--- config.mk ---
export PLATFORM = sky130hd
export DESIGN_NAME = ofbf_ctrl
export DESIGN_NICKNAME = d
export VERILOG_FILES = /design/src/ofbf_pkg.sv /design/src/ofbf_ctrl.sv
export SDC_FILE = /design/constraint.sdc
export NUM_CORES = 1
export LEC_CHECK = 0
export BUFFER_PORTS_ARGS = -buffer_cell sky130_fd_sc_hd__buf_2
export CORE_AREA = 2 2 39 41
export DETAILED_ROUTE_END_ITERATION = 12
export DIE_AREA = 0 0 41 43
export GPL_TIMING_DRIVEN = 0
export PLACE_DENSITY = 0.52
export SYNTH_ARGS = -nofsm -noshare
export SYNTH_HDL_FRONTEND = slang
export SYNTH_SLANG_ARGS = --single-unit
--- constraint.sdc ---
create_clock -name i_clk -period 2 [get_ports i_clk]
set_input_delay 0.3 -clock i_clk [delete_from_list [all_inputs] [get_ports i_clk]]
set_output_delay 0.3 -clock i_clk [all_outputs]
set_load 0.02 [all_outputs]
--- src/ofbf_pkg.sv ---
// package: shared constants, control structs and message tables of the frame flush engine
`default_nettype none
package ofbf_pkg;

    localparam int WIDTH       = 128;
    localparam int PAGES       = 8;
    localparam int STORE_BYTES = WIDTH * PAGES;
    localparam int COL_W       = $clog2(WIDTH);
    localparam int PAGE_W      = $clog2(PAGES);
    localparam int STORE_AW    = $clog2(STORE_BYTES);
    localparam int SUB_W       = 8;
    localparam int SETUP_LEN   = 27;
    localparam int WINDOW_LEN  = 7;

    localparam logic [2:0] OP_PIXEL   = 3'd0;
    localparam logic [2:0] OP_CLEAR   = 3'd1;
    localparam logic [2:0] OP_INIT    = 3'd2;
    localparam logic [2:0] OP_PRESENT = 3'd3;
    localparam logic [2:0] OP_NEXT    = 3'd4;

    localparam logic [1:0] MODE_IDLE    = 2'd0;
    localparam logic [1:0] MODE_INIT    = 2'd1;
    localparam logic [1:0] MODE_PRESENT = 2'd2;

    localparam logic [7:0] DATA_PREFIX = 8'h40;
    localparam logic [6:0] ADDR_MIN    = 7'd3;
    localparam logic [6:0] ADDR_MAX    = 7'd119;
    localparam logic [6:0] ADDR_RESET  = 7'd60;

    typedef struct packed {
        logic pix_rd;
        logic pix_wr;
        logic pop_rd;
        logic pop_emit;
        logic sweep_clr;
        logic sweep_wr;
        logic start_init;
        logic start_present;
    } t_dp_cmd;

    typedef struct packed {
        logic active;
        logic addr_ok;
        logic sweep_last;
    } t_dp_stat;

    function automatic logic [7:0] setup_byte(input logic [4:0] idx);
        logic [7:0] b;
        unique case (idx)
            5'd0:  b = 8'h00;
            5'd1:  b = 8'hae;
            5'd2:  b = 8'hd5;
            5'd3:  b = 8'h80;
            5'd4:  b = 8'ha8;
            5'd5:  b = 8'h3f;
            5'd6:  b = 8'hd3;
            5'd7:  b = 8'h00;
            5'd8:  b = 8'h40;
            5'd9:  b = 8'h8d;
            5'd10: b = 8'h14;
            5'd11: b = 8'h20;
            5'd12: b = 8'h00;
            5'd13: b = 8'ha1;
            5'd14: b = 8'hc8;
            5'd15: b = 8'hda;
            5'd16: b = 8'h12;
            5'd17: b = 8'h81;
            5'd18: b = 8'hcf;
            5'd19: b = 8'hd9;
            5'd20: b = 8'hf1;
            5'd21: b = 8'hdb;
            5'd22: b = 8'h40;
            5'd23: b = 8'ha4;
            5'd24: b = 8'ha6;
            5'd25: b = 8'h2e;
            default: b = 8'haf;
        endcase
        return b;
    endfunction

    function automatic logic [7:0] window_byte(input logic [2:0] idx);
        logic [7:0] b;
        unique case (idx)
            3'd0: b = 8'h00;
            3'd1: b = 8'h21;
            3'd2: b = 8'h00;
            3'd3: b = 8'(WIDTH - 1);
            3'd4: b = 8'h22;
            3'd5: b = 8'h00;
            default: b = 8'(PAGES - 1);
        endcase
        return b;
    endfunction

endpackage
`default_nettype wire

--- src/ofbf_ctrl.sv ---
// controller: sequences pixel updates, byte pops and store sweeps
`default_nettype none
module ofbf_ctrl (
    input  wire logic              i_clk,
    input  wire logic              i_rst_n,
    input  wire logic              start,
    input  wire logic [2:0]        i_operation,
    input  wire ofbf_pkg::t_dp_stat i_stat,
    output ofbf_pkg::t_dp_cmd      o_cmd,
    output logic                   busy
);
    import ofbf_pkg::*;

    localparam logic [1:0] S_IDLE  = 2'd0;
    localparam logic [1:0] S_SWEEP = 2'd1;
    localparam logic [1:0] S_PIX   = 2'd2;
    localparam logic [1:0] S_POP   = 2'd3;

    logic [1:0] r_state;
    logic [1:0] n_state;
    logic       accept;

    assign busy   = (r_state != S_IDLE);
    assign accept = start && !busy;

    always_comb begin
        n_state = r_state;
        o_cmd   = '0;
        unique case (r_state)
            S_IDLE: begin
                if (accept) begin
                    if (i_stat.active) begin
                        // only next byte is honored while a stream runs
                        if (i_operation == OP_NEXT) begin
                            o_cmd.pop_rd = 1'b1;
                            n_state      = S_POP;
                        end
                    end else begin
                        unique case (i_operation)
                            OP_PIXEL: begin
                                o_cmd.pix_rd = 1'b1;
                                n_state      = S_PIX;
                            end
                            OP_CLEAR: begin
                                o_cmd.sweep_clr = 1'b1;
                                n_state         = S_SWEEP;
                            end
                            OP_INIT: begin
                                if (i_stat.addr_ok) begin
                                    o_cmd.start_init = 1'b1;
                                    o_cmd.sweep_clr  = 1'b1;
                                    n_state          = S_SWEEP;
                                end
                            end
                            OP_PRESENT: begin
                                o_cmd.start_present = 1'b1;
                            end
                            default: begin
                            end
                        endcase
                    end
                end
            end
            S_SWEEP: begin
                o_cmd.sweep_wr = 1'b1;
                if (i_stat.sweep_last) begin
                    n_state = S_IDLE;
                end
            end
            S_PIX: begin
                o_cmd.pix_wr = 1'b1;
                n_state      = S_IDLE;
            end
            S_POP: begin
                o_cmd.pop_emit = 1'b1;
                n_state        = S_IDLE;
            end
            default: begin
                n_state = S_IDLE;
            end
        endcase
    end

    // reset enters the sweep so the store starts out zeroed
    always_ff @(posedge i_clk) begin
        if (!i_rst_n) begin
            r_state <= S_SWEEP;
        end else begin
            r_state <= n_state;
        end
    end

endmodule
`default_nettype wire

==> run metrics <==
average size of a mapped cell about 8 sq um; min-delay worst type primary input to flip-flop; die width 41 um; synth-to-layout area growth 60.00%; Layout Utilization 0.2459; hold_buf cts 0; Seq/Total Area, Yosys 0.1882; cell row count 14; Pwr Total between 150 and 200 uW; clock latency on the worst-skew pair around 220 ps; CP Class flip-flop to primary output; antenna fix cells 0; post-CTS sizing 0; Hold Violations, Final 0; post-route cell area roughly 340 sq um; CTS max path bufs 2; Yosys top cell by area dfxtp_1; Peak VDD IR 0.1245 mV; Adder-Cell Fraction of Synth Area 0; core area around 0.0014 sq mm; Final Net Count between 50 and 60; crit-path max FO 6; share of cells above drive strength 1 0.5652; Top Registers r_state (2); via count approximately 230; number of max-cap violations 0; final clock skew ~0.67 ps; PortBufs 17; ys async rst share 0; Unique masters post-synth 18; Post-Route WL around 540 um; CP Launch Type flip-flop; worst path buffer plus inverter count 1; Worst-Margin Slew around 330 ps; PwrDens slightly above 500 mW/mm^2; Crit path max-delay family simple AND/OR/NAND/NOR gates; Worst path slowest cell dfxtp_1; mapped cell area roughly 210 sq um; final non-filler cell total 62; setup TNS 0 ps; Clock Sinks 2; outcome completed; Synth area leaders dfxtp_1, and2_1, nor3b_4, mux2_4, nor2b_1; Iter 0 DRT Violations 2; postcts setup bufs 0; Slew HR 0.7794; Area after DPL 317.8 sq um; mux cell area share after synthesis 0.07059; TritonCTS clock tree yes; Num CTS Buffers 3; crit path time final 1646 ps; Synth Instances 26; antenna viol nets, final 0; H-tree Lvls 1; leakage 0.0001637 uW; DRT Pass-1 Iters 2; largest net degree at the start of global routing 7; initial core utilization 0.1537; Largest stage delay, worst path 350 ps; placed insts 59; RSZ-0062 raised after global routing false; Slew Limit Fails 0; DR vias/cell about 3.8; Yosys warnings 0; global-route wire length before repair approximately 700 um; Reg clk slew, reported paths about 30 ps; leading post-synthesis cells by instance count and2_1, nor2_1; post-synth top area share 0.1882; Crit. End Element primary output; crit path cell chain nor3b_4 -> nand3_2 -> nor3b_2 -> buf_2; DP Wirelength 430.8 um; total track usage 0.06306; Synthesized Nets 35; WP data required 1700 ps; Post-Synth XOR/XNOR Area 0; Final setup viols 0; wire per inst 8.661 um; simple-gate portion of the synthesized area 0.6235; Post-synth EDFFs 0; die area between 0.0015 and 0.002 sq mm; I/O Pins 18; Die Y ~43 um; Final Cycle Share 0.8231; Largest Register r_state; vias in the first global route ~200; largest family of logic cells by synthesized area simple AND/OR/NAND/NOR gates; total global routing overflow 0; root buffer selected by CTS clkbuf_4; max reg flops 2; initial antenna violation count 0; RePlAce Congestion around 0.65; DRC 0; post-synthesis compound-gate area fraction 0.08235; FF+latch count, synth 2; top_reg_cell synth dfxtp_1; CP arrival between 1000 and 1500 ps; Max Freq around 600 MHz
-- where the power goes --
group	total, uW	leakage [uW]	internal, uW	switching (uW)
Clock	90.5	0.0000138	66.3	24.2
Sequential	44.8	0.0000165	42.0	2.83
Combinational	40.9	0.000133	19.7	21.1
Total	176	0.000164	128	48.1
-- worst paths after layout --
check	slack, ps	startpoint	cells after the start	to
worst max-delay path	350	r_state[0]$_SDFFE_PN1P_	4	o_cmd[1]
worst min register to register	690	r_state[0]$_SDFFE_PN1P_	3	r_state[1]$_SDFFE_PN0P_
worst max register to register	1020	r_state[0]$_SDFFE_PN1P_	3	r_state[1]$_SDFFE_PN0P_
worst min-delay path	340	i_operation[1]	2	r_state[1]$_SDFFE_PN0P_
-- per-layer routing --
metal  wire, um  up-vias  GRT usage
met5          0        -          0
met2        256       12    0.08750
met3         46        0          0
li1           -      131          -
met4          0        0     0.1000
met1        234       90    0.06369
-- cells by family after synthesis --
family / Yosys count
muxes: 1
AOI/OAI and AO/OA: 3
and+or+nand+nor: 18
DFF: 2
buffers and inverters: 2
-- cell type report --
type,count,area (sq um)
Clock buffer,3,22.52
Fill cell,157,1044
Inverter,2,7.507
Multi-Input combinational cell,22,165.2
Sequential cell,2,40.04
Tap cell,16,20.02
Timing Repair Buffer,17,85.08
-- cells in the final DEF, fill, tap and decap left out --
cell type	count
or2_1	1
inv_2	1
and2_1	3
buf_2	17
nor4bb_1	1
nor3b_4	1
nor2b_1	2
o21ai_1	2
nand3_2	1
nor2_1	3
nor3b_1	1
mux2_4	1
clkbuf_4	3
dfxtp_1	2
a211oi_1	1
nor3b_2	1
inv_1	1
nor4_2	1
nand2_1	2
nor3_1	1
-- metrics by stage --
stage	hold slack, ps	setup slack (ps)
floorplan	371.0	528.5
global placement	566.8	575.9
detailed placement	570.0	561.1
CTS	328.0	323.6
global route	337.0	251.8
finish	339.6	353.8
Note: power is estimated with default switching activity, not from simulation.
